--- config.mk ---
export PLATFORM = sky130hd
export DESIGN_NAME = dual_axis_light_tracker_stepper
export DESIGN_NICKNAME = d
export VERILOG_FILES = /design/src/rtl/dalt_pkg.sv /design/src/rtl/dalt_regs.sv /design/src/rtl/dalt_decide.sv /design/src/rtl/dalt_axis.sv /design/src/rtl/dual_axis_light_tracker_stepper.sv
export SDC_FILE = /design/constraint.sdc
export NUM_CORES = 1
export LEC_CHECK = 0
export BUFFER_PORTS_ARGS = -buffer_cell sky130_fd_sc_hd__buf_4
export CORE_ASPECT_RATIO = 1.5
export CORE_MARGIN = 3
export CORE_UTILIZATION = 50
export CTS_BUF_LIST = sky130_fd_sc_hd__clkbuf_8
export DETAILED_ROUTE_END_ITERATION = 8
export PLACE_DENSITY = 0.72
export RECOVER_POWER = 25
export REMOVE_ABC_BUFFERS = 1
export SLEW_MARGIN = 20
export SYNTH_ARGS = -nofsm -noshare
export SYNTH_HDL_FRONTEND = slang
export SYNTH_SLANG_ARGS = --single-unit
--- constraint.sdc ---
create_clock -name clk -period 8.6 [get_ports clk]
set_clock_uncertainty 0.15 [all_clocks]
set_input_delay 2.58 -clock clk [delete_from_list [all_inputs] [get_ports clk]]
set_output_delay 2.58 -clock clk [all_outputs]
set_load 0.05 [all_outputs]
--- src/rtl/dalt_pkg.sv ---
`default_nettype none
package dalt_pkg;

  // field widths
  localparam int RAW_W = 12;
  localparam int PCT_W = 7;
  localparam int POS_W = 8;
  localparam int STEP_W = 3;
  localparam int THR_W = 7;

  // configuration port
  localparam int CFG_ADDR_W = 4;
  localparam int CFG_DATA_W = 32;
  localparam logic [1:0] REG_LIGHT_THR = 2'd0;
  localparam logic [1:0] REG_RAIN_THR = 2'd1;
  localparam logic [1:0] REG_TRAVEL_LIMIT = 2'd2;

  // reset values
  localparam logic [THR_W-1:0] LIGHT_THR_RST = 7'd20;
  localparam logic [THR_W-1:0] RAIN_THR_RST = 7'd30;
  localparam logic [POS_W-1:0] TRAVEL_LIMIT_RST = 8'd200;
  localparam logic [POS_W-1:0] POS_RST = 8'd100;

  localparam int PHASES_PER_COUNT_DEF = 8;
  localparam logic [PCT_W-1:0] DEADBAND = 7'd10;

  // item kinds
  localparam logic OP_SAMPLE = 1'b0;
  localparam logic OP_TICK = 1'b1;

  // axis mode, also used as the drive code
  typedef enum logic [1:0] {
    MODE_STOP = 2'd0,
    MODE_FWD  = 2'd1,
    MODE_REV  = 2'd2
  } mode_t;

  typedef struct packed {
    logic [THR_W-1:0] light_thr;
    logic [THR_W-1:0] rain_thr;
    logic [POS_W-1:0] travel_limit;
  } cfg_t;

  typedef struct packed {
    logic [PCT_W-1:0] left_pct;
    logic [PCT_W-1:0] right_pct;
    logic [PCT_W-1:0] up_pct;
    logic [PCT_W-1:0] down_pct;
    mode_t            horiz_mode;
    mode_t            vert_mode;
  } dec_t;

  typedef struct packed {
    mode_t             mode;
    mode_t             drive;
    logic [STEP_W-1:0] phase;
    logic [POS_W-1:0]  pos;
  } axis_res_t;

  // (4096 - raw) * 100 / 4096
  function automatic logic [PCT_W-1:0] light_pct(input logic [RAW_W-1:0] raw);
    logic [12:0] inv;
    logic [18:0] prod;
    inv = 13'd4096 - {1'b0, raw};
    prod = {6'd0, inv} * 19'd100;
    return prod[18:12];
  endfunction

  // raw * 100 / 4096
  function automatic logic [PCT_W-1:0] rain_pct(input logic [RAW_W-1:0] raw);
    logic [18:0] prod;
    prod = {7'd0, raw} * 19'd100;
    return prod[18:12];
  endfunction

  // forward when hi side leads by more than the deadband, reverse when lo side does
  function automatic mode_t pair_mode(input logic [PCT_W-1:0] lo_side,
                                      input logic [PCT_W-1:0] hi_side);
    mode_t m;
    m = MODE_STOP;
    if (lo_side < hi_side && (hi_side - lo_side) > DEADBAND) begin
      m = MODE_FWD;
    end else if (lo_side > hi_side && (lo_side - hi_side) > DEADBAND) begin
      m = MODE_REV;
    end
    return m;
  endfunction

endpackage
`default_nettype wire

--- src/rtl/dalt_regs.sv ---
`default_nettype none
module dalt_regs (
  input  wire                                 clk,
  input  wire                                 rst_n,
  input  wire                                 psel,
  input  wire                                 penable,
  input  wire                                 pwrite,
  input  wire  [dalt_pkg::CFG_ADDR_W-1:0]     paddr,
  input  wire  [dalt_pkg::CFG_DATA_W-1:0]     pwdata,
  output logic [dalt_pkg::CFG_DATA_W-1:0]     prdata,
  output logic                                pready,
  output dalt_pkg::cfg_t                      cfg
);

  logic [dalt_pkg::THR_W-1:0] light_thr_r;
  logic [dalt_pkg::THR_W-1:0] rain_thr_r;
  logic [dalt_pkg::POS_W-1:0] limit_r;
  logic                       wr_en;
  logic [1:0]                 reg_idx;

  assign pready  = 1'b1;
  assign wr_en   = psel && penable && pwrite;
  assign reg_idx = paddr[3:2];

  // register writes
  always_ff @(posedge clk) begin
    if (!rst_n) begin
      light_thr_r <= dalt_pkg::LIGHT_THR_RST;
      rain_thr_r  <= dalt_pkg::RAIN_THR_RST;
      limit_r     <= dalt_pkg::TRAVEL_LIMIT_RST;
    end else if (wr_en) begin
      case (reg_idx)
        dalt_pkg::REG_LIGHT_THR:    light_thr_r <= pwdata[dalt_pkg::THR_W-1:0];
        dalt_pkg::REG_RAIN_THR:     rain_thr_r  <= pwdata[dalt_pkg::THR_W-1:0];
        dalt_pkg::REG_TRAVEL_LIMIT: limit_r     <= pwdata[dalt_pkg::POS_W-1:0];
        default: ;
      endcase
    end
  end

  // read mux
  always_comb begin
    case (reg_idx)
      dalt_pkg::REG_LIGHT_THR:    prdata = {25'd0, light_thr_r};
      dalt_pkg::REG_RAIN_THR:     prdata = {25'd0, rain_thr_r};
      dalt_pkg::REG_TRAVEL_LIMIT: prdata = {24'd0, limit_r};
      default:                    prdata = '0;
    endcase
  end

  assign cfg.light_thr    = light_thr_r;
  assign cfg.rain_thr     = rain_thr_r;
  assign cfg.travel_limit = limit_r;

endmodule
`default_nettype wire

--- src/rtl/dalt_decide.sv ---
`default_nettype none
module dalt_decide (
  input  wire  [dalt_pkg::RAW_W-1:0] left_raw,
  input  wire  [dalt_pkg::RAW_W-1:0] right_raw,
  input  wire  [dalt_pkg::RAW_W-1:0] up_raw,
  input  wire  [dalt_pkg::RAW_W-1:0] down_raw,
  input  wire  [dalt_pkg::RAW_W-1:0] rain_raw,
  input  dalt_pkg::cfg_t             cfg,
  output dalt_pkg::dec_t             dec
);

  logic [dalt_pkg::PCT_W-1:0] lp, rp, upp, dp, rain;
  logic                       halt;

  // scale readings to percent
  assign lp   = dalt_pkg::light_pct(left_raw);
  assign rp   = dalt_pkg::light_pct(right_raw);
  assign upp  = dalt_pkg::light_pct(up_raw);
  assign dp   = dalt_pkg::light_pct(down_raw);
  assign rain = dalt_pkg::rain_pct(rain_raw);

  // stop on rain or when every sensor is dark
  assign halt = (rain > cfg.rain_thr) ||
                (lp < cfg.light_thr && rp < cfg.light_thr &&
                 upp < cfg.light_thr && dp < cfg.light_thr);

  always_comb begin
    dec.left_pct  = lp;
    dec.right_pct = rp;
    dec.up_pct    = upp;
    dec.down_pct  = dp;
    if (halt) begin
      dec.horiz_mode = dalt_pkg::MODE_STOP;
      dec.vert_mode  = dalt_pkg::MODE_STOP;
    end else begin
      dec.horiz_mode = dalt_pkg::pair_mode(lp, rp);
      dec.vert_mode  = dalt_pkg::pair_mode(upp, dp);
    end
  end

endmodule
`default_nettype wire

--- src/rtl/dalt_axis.sv ---
`default_nettype none
module dalt_axis #(
  parameter int PHASES_PER_COUNT = dalt_pkg::PHASES_PER_COUNT_DEF
) (
  input  wire                        clk,
  input  wire                        rst_n,
  input  wire                        fire,
  input  wire                        is_tick,
  input  dalt_pkg::mode_t            sample_mode,
  input  wire  [dalt_pkg::POS_W-1:0] travel_limit,
  output dalt_pkg::axis_res_t        res
);

  dalt_pkg::mode_t             mode_r, mode_nxt;
  logic [dalt_pkg::STEP_W-1:0] step_r, step_nxt;
  logic [dalt_pkg::POS_W-1:0]  count_r, count_nxt;
  logic                        can_move;
  logic [dalt_pkg::STEP_W:0]   step_inc;
  logic                        wrap;

  // limit check for the current mode
  always_comb begin
    case (mode_r)
      dalt_pkg::MODE_FWD: can_move = count_r < travel_limit;
      dalt_pkg::MODE_REV: can_move = count_r != '0;
      default:            can_move = 1'b0;
    endcase
  end

  assign step_inc = {1'b0, step_r} + 4'd1;
  assign wrap     = step_inc >= 4'(PHASES_PER_COUNT);

  // next state and result word
  always_comb begin
    mode_nxt  = mode_r;
    step_nxt  = step_r;
    count_nxt = count_r;
    res.drive = dalt_pkg::MODE_STOP;
    res.phase = '0;
    if (!is_tick) begin
      mode_nxt = sample_mode;
    end else if (can_move) begin
      step_nxt = wrap ? '0 : step_inc[dalt_pkg::STEP_W-1:0];
      if (wrap) begin
        count_nxt = (mode_r == dalt_pkg::MODE_FWD) ? count_r + 8'd1 : count_r - 8'd1;
      end
      res.drive = mode_r;
      res.phase = step_nxt;
    end
    res.mode = mode_nxt;
    res.pos  = count_nxt;
  end

  always_ff @(posedge clk) begin
    if (!rst_n) begin
      mode_r  <= dalt_pkg::MODE_STOP;
      step_r  <= '0;
      count_r <= dalt_pkg::POS_RST;
    end else if (fire) begin
      mode_r  <= mode_nxt;
      step_r  <= step_nxt;
      count_r <= count_nxt;
    end
  end

endmodule
`default_nettype wire

--- src/rtl/dual_axis_light_tracker_stepper.sv ---
`default_nettype none
// channel   handshake                    payload
// in        in_valid / in_stall          in_opcode, in_*_raw
// out       out_valid / out_stall        out_*_cmd, out_*_drive, out_*_phase,
//                                        out_*_pos, out_*_pct
// cfg       psel/penable/pwrite/pready   paddr, pwdata, prdata
//
// One word per cycle sustained while out_stall is low; a word passes the input register, then
// the result register, the axis state updating at the same edge as the result register.
// Synchronous active-low reset clears both valid flags and returns the axis state
// and the configuration registers to their reset values. in_stall rises only when
// the input register holds a word and the result register is full and stalled.
module dual_axis_light_tracker_stepper #(
  parameter int PHASES_PER_COUNT = dalt_pkg::PHASES_PER_COUNT_DEF
) (
  input  wire                                 clk,
  input  wire                                 rst_n,
  // input channel
  input  wire                                 in_valid,
  output logic                                in_stall,
  input  wire                                 in_opcode,
  input  wire  [dalt_pkg::RAW_W-1:0]          in_left_raw,
  input  wire  [dalt_pkg::RAW_W-1:0]          in_right_raw,
  input  wire  [dalt_pkg::RAW_W-1:0]          in_up_raw,
  input  wire  [dalt_pkg::RAW_W-1:0]          in_down_raw,
  input  wire  [dalt_pkg::RAW_W-1:0]          in_rain_raw,
  // result channel
  output logic                                out_valid,
  input  wire                                 out_stall,
  output logic [1:0]                          out_horiz_cmd,
  output logic [1:0]                          out_vert_cmd,
  output logic [1:0]                          out_horiz_drive,
  output logic [dalt_pkg::STEP_W-1:0]         out_horiz_phase,
  output logic [dalt_pkg::POS_W-1:0]          out_horiz_pos,
  output logic [1:0]                          out_vert_drive,
  output logic [dalt_pkg::STEP_W-1:0]         out_vert_phase,
  output logic [dalt_pkg::POS_W-1:0]          out_vert_pos,
  output logic [dalt_pkg::PCT_W-1:0]          out_left_pct,
  output logic [dalt_pkg::PCT_W-1:0]          out_right_pct,
  output logic [dalt_pkg::PCT_W-1:0]          out_up_pct,
  output logic [dalt_pkg::PCT_W-1:0]          out_down_pct,
  // configuration port
  input  wire                                 psel,
  input  wire                                 penable,
  input  wire                                 pwrite,
  input  wire  [dalt_pkg::CFG_ADDR_W-1:0]     paddr,
  input  wire  [dalt_pkg::CFG_DATA_W-1:0]     pwdata,
  output logic [dalt_pkg::CFG_DATA_W-1:0]     prdata,
  output logic                                pready
);

  dalt_pkg::cfg_t      cfg;
  dalt_pkg::dec_t      dec;
  dalt_pkg::axis_res_t h_res, v_res;

  logic                       s1_valid_r;
  logic                       s1_op_r;
  logic [dalt_pkg::RAW_W-1:0] s1_left_r, s1_right_r, s1_up_r, s1_down_r, s1_rain_r;
  logic                       s1_go, in_acc, is_tick;

  logic                       out_valid_r;
  dalt_pkg::mode_t            o_hcmd_r, o_vcmd_r, o_hdrv_r, o_vdrv_r;
  logic [dalt_pkg::STEP_W-1:0] o_hph_r, o_vph_r;
  logic [dalt_pkg::POS_W-1:0] o_hpos_r, o_vpos_r;
  logic [dalt_pkg::PCT_W-1:0] o_lp_r, o_rp_r, o_up_r, o_dp_r;

  dalt_regs u_regs (
    .clk     (clk),
    .rst_n   (rst_n),
    .psel    (psel),
    .penable (penable),
    .pwrite  (pwrite),
    .paddr   (paddr),
    .pwdata  (pwdata),
    .prdata  (prdata),
    .pready  (pready),
    .cfg     (cfg)
  );

  // handshake: the input register moves on whenever the result register frees up
  assign s1_go    = s1_valid_r && (!out_valid_r || !out_stall);
  assign in_stall = s1_valid_r && !s1_go;
  assign in_acc   = in_valid && !in_stall;
  assign is_tick  = s1_op_r == dalt_pkg::OP_TICK;

  // input register
  always_ff @(posedge clk) begin
    if (!rst_n) begin
      s1_valid_r <= 1'b0;
    end else if (in_acc) begin
      s1_valid_r <= 1'b1;
    end else if (s1_go) begin
      s1_valid_r <= 1'b0;
    end
  end

  always_ff @(posedge clk) begin
    if (in_acc) begin
      s1_op_r    <= in_opcode;
      s1_left_r  <= in_left_raw;
      s1_right_r <= in_right_raw;
      s1_up_r    <= in_up_raw;
      s1_down_r  <= in_down_raw;
      s1_rain_r  <= in_rain_raw;
    end
  end

  dalt_decide u_decide (
    .left_raw  (s1_left_r),
    .right_raw (s1_right_r),
    .up_raw    (s1_up_r),
    .down_raw  (s1_down_r),
    .rain_raw  (s1_rain_r),
    .cfg       (cfg),
    .dec       (dec)
  );

  dalt_axis #(.PHASES_PER_COUNT(PHASES_PER_COUNT)) u_axis_h (
    .clk          (clk),
    .rst_n        (rst_n),
    .fire         (s1_go),
    .is_tick      (is_tick),
    .sample_mode  (dec.horiz_mode),
    .travel_limit (cfg.travel_limit),
    .res          (h_res)
  );

  dalt_axis #(.PHASES_PER_COUNT(PHASES_PER_COUNT)) u_axis_v (
    .clk          (clk),
    .rst_n        (rst_n),
    .fire         (s1_go),
    .is_tick      (is_tick),
    .sample_mode  (dec.vert_mode),
    .travel_limit (cfg.travel_limit),
    .res          (v_res)
  );

  // result register
  always_ff @(posedge clk) begin
    if (!rst_n) begin
      out_valid_r <= 1'b0;
    end else if (s1_go) begin
      out_valid_r <= 1'b1;
    end else if (!out_stall) begin
      out_valid_r <= 1'b0;
    end
  end

  always_ff @(posedge clk) begin
    if (s1_go) begin
      o_hcmd_r <= h_res.mode;
      o_vcmd_r <= v_res.mode;
      o_hdrv_r <= h_res.drive;
      o_vdrv_r <= v_res.drive;
      o_hph_r  <= h_res.phase;
      o_vph_r  <= v_res.phase;
      o_hpos_r <= h_res.pos;
      o_vpos_r <= v_res.pos;
      o_lp_r   <= is_tick ? '0 : dec.left_pct;
      o_rp_r   <= is_tick ? '0 : dec.right_pct;
      o_up_r   <= is_tick ? '0 : dec.up_pct;
      o_dp_r   <= is_tick ? '0 : dec.down_pct;
    end
  end

  assign out_valid       = out_valid_r;
  assign out_horiz_cmd   = o_hcmd_r;
  assign out_vert_cmd    = o_vcmd_r;
  assign out_horiz_drive = o_hdrv_r;
  assign out_horiz_phase = o_hph_r;
  assign out_horiz_pos   = o_hpos_r;
  assign out_vert_drive  = o_vdrv_r;
  assign out_vert_phase  = o_vph_r;
  assign out_vert_pos    = o_vpos_r;
  assign out_left_pct    = o_lp_r;
  assign out_right_pct   = o_rp_r;
  assign out_up_pct      = o_up_r;
  assign out_down_pct    = o_dp_r;

endmodule
`default_nettype wire

-- After elaboration in Yosys (flattened, before gate mapping)
Index checks and enable logic that the tools add are counted.
- equal/unequal tests: 7
- reduce and logical (&&, ||, !) cells: 29
- add/subtract/negate cells: 14
- mux-type cells: 24
- order comparisons: 17
- multipliers: 5
- operators with widths (operator ; number):
    $mul A13 B5 Y17 const B ; 4
    $mux W8 ; 8
    $sub A13 B12 Y13 const A ; 4
    $lt A7 B7 Y1 ; 6
    $gt A7 B4 Y1 const B ; 4
    $sub A7 B7 Y7 ; 4
    $pmux W8 S3 ; 1
    $gt A7 B7 Y1 ; 3
    $mul A12 B5 Y17 const B ; 1
    $add A8 B1 Y8 const B ; 2
    $lt A8 B8 Y1 ; 2
    $reduce_bool A8 Y1 ; 2
    $sub A8 B1 Y8 const B ; 2
    $logic_and A1 B1 Y1 ; 12
    $mux W2 ; 6
    $reduce_and A2 Y1 ; 5
    $add A3 B1 Y4 const B ; 2
    $ge A4 B4 Y1 const B ; 2
    $eq A2 B1 Y1 const B ; 3
    $eq A2 B2 Y1 const B ; 3
    $mux W3 ; 2
    $reduce_and A3 Y1 ; 2
    $logic_not A1 Y1 ; 4
    $mux W1 ; 4
    6 further kinds ; 8
- output and inout bits: 93
- register bits after elaboration: 169
- logic and storage cells: 125
- input bits: 104

-- Logic depth before layout (Yosys ltp)
- word-level depth: 9
- depth in mapped cells: 32

-- By module
From an unflattened synthesis, not the netlist that was laid out.
- cell total of the unflattened synthesis: 1535
- area total of the unflattened synthesis: 15584.9 um^2
- by module, submodules not included (module ; area each (um^2) ; instances ; seq. area each (um^2) ; cells each):
    dalt_decide ; 7917.6 ; 1 ; 0.0 ; 967
    dual_axis_light_tracker_stepper ; 3870.0 ; 1 ; 3613.5 ; 157
    dalt_axis ; 1273.7 ; 2 ; 260.2 ; 133
    dalt_regs ; 1249.9 ; 1 ; 440.4 ; 145

-- Worst setup path after synthesis
No wires, ideal clock.
- kind: in2out
- start: in paddr[2] in the netlist's numbering
- end: out prdata[0] in the netlist's numbering
- stages: 3
- required time: 5870 ps
- data arrival time: 4189 ps
- setup slack: 1681 ps
- buffers on the path: 1
- cells stage by stage: clkbuf_1 > mux2i_1 > o21ai_0
- word-level cells in the longest chain between the ends: 2
- elaborated cells between the ends (all ways): 4
- those cells by class: eq/ne (2); mux (1); reduce/logical (1)
- RTL lines (what ; RTL line ; source):
    start, declared ; dual_axis_light_tracker_stepper.sv:46 ; input wire [dalt_pkg::CFG_ADDR_W-1:0] paddr,
    $eq A2 B2 Y1 (tied with other cells) ; dalt_regs.sv:43 ; case (reg_idx)
    $pmux W8 S3 * ; dalt_regs.sv:43 ;
    end, declared ; dual_axis_light_tracker_stepper.sv:48 ; output logic [dalt_pkg::CFG_DATA_W-1:0] prdata,
Every way passes the cells marked *; elsewhere a longest branch is shown, timed or not.

==> key figures <==
Run status
  • Status: complete, no violations

Floorplan
  • Area of the die: 0.0324 sq mm
  • Die Ht: 219 um
  • Row Count: 77
  • Initial Util: 50.9%
  • CORE AREA: 0.0297 sq mm
  • Ports: 197
  • Die Wd: 148 um

Yosys
  • Mean post-synth cell area: 9.82 sq um
  • Syn Std Cell Area: 0.0151 sq mm
  • Flops & latches, synth: 169
  • Register area share after synthesis: 30.3%
  • Synth cell types: 77
  • Post-synth EDFFs: 119
  • Post-synth top flop: edfxtp_1
  • Synth warnings: 0
  • Cells after Synth: 1,539
  • Ys async rst share: 0%

Placement
  • Port bufs: 145
  • Area post-placement: 0.0166 sq mm
  • Dpl hpwl: 25.0 mm
  • RD Place Congestion: 0.886

Global route
  • Gr usage total: 19.2%
  • Vias in the first global route: 11,000
  • Largest net degree at the start of global routing: 62
  • Initial antenna violation count: 0
  • First-pass GRT wire length: 50.4 mm
  • Grt ovf: 0

Timing
  • Unrepaired setup endpoints after global routing: no
  • Relative slew slack: 11.5%
  • Max Fclk: 0.139 GHz
  • Tcrit/Tclk final: 83.4%
  • Setup TNS: 0 ns
  • Final setup violation count: 0
  • Final Hold Viols: 0
  • Max Slew Vio Count: 0
  • Slew @ Worst Pin: 1.32 ns
  • Tmin final: 7.18 ns
  • Hold Slack: 0.338 ns

Route
  • DR iter-0 viols: 303
  • Vias per cell: 5.23
  • Wire per inst: 14.4 um
  • # DRC: 0
  • Antenna Nets Post-Route: 0
  • Via count: 11,000
  • DRT Pass-1 Iters: 5
  • Routed WL: 30.2 mm

Layout
  • Area occupied by multi-input gates: 0.00951 sq mm
  • Nets: 2,109
  • Layout cells sized above 1: 11.6%
  • Commonest non-fill, non-tap cells in the layout: ha_1, inv_1, edfxtp_1
  • Utilization after layout: 57.3%
  • Post-route cell area: 0.0170 sq mm
  • ANT cells: 0
  • Syn-to-layout area delta: 12.6%
  • Sequential cell area: 0.00457 sq mm
  • # fillers: 2,632
  • Commonest non-fill, non-tap cell in the layout: ha_1

Setup path
  • CP max stage delay: 0.53 ns
  • Worst setup startpoint: s1_down_r[0]$_DFFE_PP_
  • Critical Path RT: 8.71 ns
  • CP max-delay cell: fa_1
  • Cell mode on critical path: inv_1
  • Reg2reg start: s1_down_r[0]$_DFFE_PP_
  • Startpoint Class: flop
  • Worst-path maximum fanout: 6
  • Critical path capture point type: flop
  • WS Path Type: reg2reg
  • Worst EP arrival: 7.29 ns

CTS
  • CTS Buf Count: 17
  • Root Driver: clkbuf_8
  • Clk sinks: 169
  • Clock transition at path regs: 0.10 ns
  • CTS tree: yes
  • Clk_lat worst skew: 0.50 ns
  • Resized cells post-CTS: 0
  • Setup bufs post-CTS: 0
  • Hold buffers post-CTS: 0
  • H-tree levels: 4
  • CTS Buffer Depth: 2

Power
  • Leak Pwr: 8.06 nW
  • Pwr per Cell Area: 231 mW/mm^2
  • VDD IR-drop max: 0.145 mV

Min path
  • Hold path startpoint: u_regs.limit_r[1]$_SDFFE_PN0P_
  • Worst hold path type: reg2reg

Job
  • # Max-Cap Violations: 0
-- report_power, final --
| part | total (mW) | internal [mW] | switching (mW) |
|---|---|---|---|
| registers | 0.969 | 0.935 | 0.0332 |
| clock network | 0.657 | 0.332 | 0.325 |
| logic | 2.30 | 0.946 | 1.36 |
| total | 3.93 | 2.21 | 1.71 |
-- per-layer routing --
layer  share of wire [%]  global-route usage, %  up-vias
met5                   0                      0        -
met4                 3.3                   8.91        0
met3                 3.0                   2.54       51
met2                  54                   36.7      195
met1                  40                   20.7     5122
li1                    -                      -     5604
-- final timing paths --
kind	end	depth (start not counted)	slack (ns)
max	out_vert_cmd[1]$_DFFE_PP_	31	1.42
min	u_regs.limit_r[1]$_SDFFE_PN0P_	2	0.34
max reg2reg	out_vert_cmd[1]$_DFFE_PP_	31	1.42
min reg2reg	u_regs.limit_r[1]$_SDFFE_PN0P_	2	0.34
-- sequential cells by signal, summed over array words and instances (netlist names), 7 cells and up --
name and cells:
s1_down_r 12, s1_left_r 12, s1_rain_r 12, s1_right_r 12
s1_up_r 12, out_horiz_pos 8, out_vert_pos 8, u_axis_h.count_r 8
u_axis_v.count_r 8, u_regs.limit_r 8, out_down_pct 7, out_left_pct 7
out_right_pct 7, out_up_pct 7, u_regs.light_thr_r 7, u_regs.rain_thr_r 7
-- stage by stage --
step | instances | total power [mW] | setup slack [ns]
CTS | 2096 | 3.97 | 1.33
floorplan | 1519 | 2.78 | 2.10
detailed placement | 2064 | 3.29 | 1.37
finish | 2096 | 3.93 | 1.42
global placement | 2064 | 3.22 | 1.53
global route | 2096 | 4.30 | 0.792
-- worst max-delay path, delay by kind of cell, from the launching register on --
| kind | cells | cell delay (ns) |
|---|---|---|
| xor gates and xnor gates | 2 | 0.60 |
| adders and majority gates | 6 | 2.03 |
| DFF | 1 | 0.49 |
| and+or+nand+nor | 7 | 1.11 |
| buffers and inverters | 6 | 0.48 |
| AOI/OAI and AO/OA | 10 | 2.06 |
-- Yosys cell counts, types with 6 or more instances --
cell,number,area (sq um)
and2_1,16,100
edfxtp_1,119,3570
a211o_1,8,70.1
o22ai_1,6,37.5
mux2_1,12,135
nor4_1,13,81.3
xor2_1,52,455
a211oi_1,10,75.1
o21ai_1,6,30.0
fa_1,35,701
mux2i_1,37,370
o21bai_1,14,105
o211ai_1,10,75.1
nor2b_1,21,131
or3_1,6,37.5
nor3_1,25,125
nand3b_1,8,60.1
clkbuf_1,17,63.8
nand4_1,9,56.3
a21oi_1,72,360
xnor2_1,82,718
a31oi_1,6,37.5
nand2b_1,17,106
buf_4,25,188
a21o_1,33,248
ha_1,282,3530
o21ai_0,24,120
inv_1,227,852
nand2_1,83,312
nand3_1,16,80.1
nor2_1,106,398
o21a_1,8,60.1
dfxtp_1,50,1000
-- layout make-up --
| cell class | instances | share of cell area [%] |
|---|---|---|
| inverters | 229 | 5.05 |
| clock buffers | 18 | 1.46 |
| well taps | 395 | 2.91 |
| flip-flops and latches | 169 | 26.9 |
| clock inverters | 14 | 1.21 |
| repair buffers | 150 | 6.56 |
| multi-input cells | 1121 | 55.9 |
-- kinds of logic (layout without fill, tap and decap cells) --
kind of cell | after synthesis | in the layout | share of synthesized area (%)
adders and majority gates | 321 | 321 | 28.3
xor gates and xnor gates | 136 | 136 | 8.08
other | 2 | 25 | 0.0497
AOI/OAI and AO/OA | 242 | 242 | 11.1
and+or+nand+nor | 347 | 347 | 11.4
buffers and inverters | 272 | 411 | 7.39
DFF | 169 | 169 | 30.3
muxes | 50 | 50 | 3.45
Note: power is estimated with default switching activity, not from simulation.
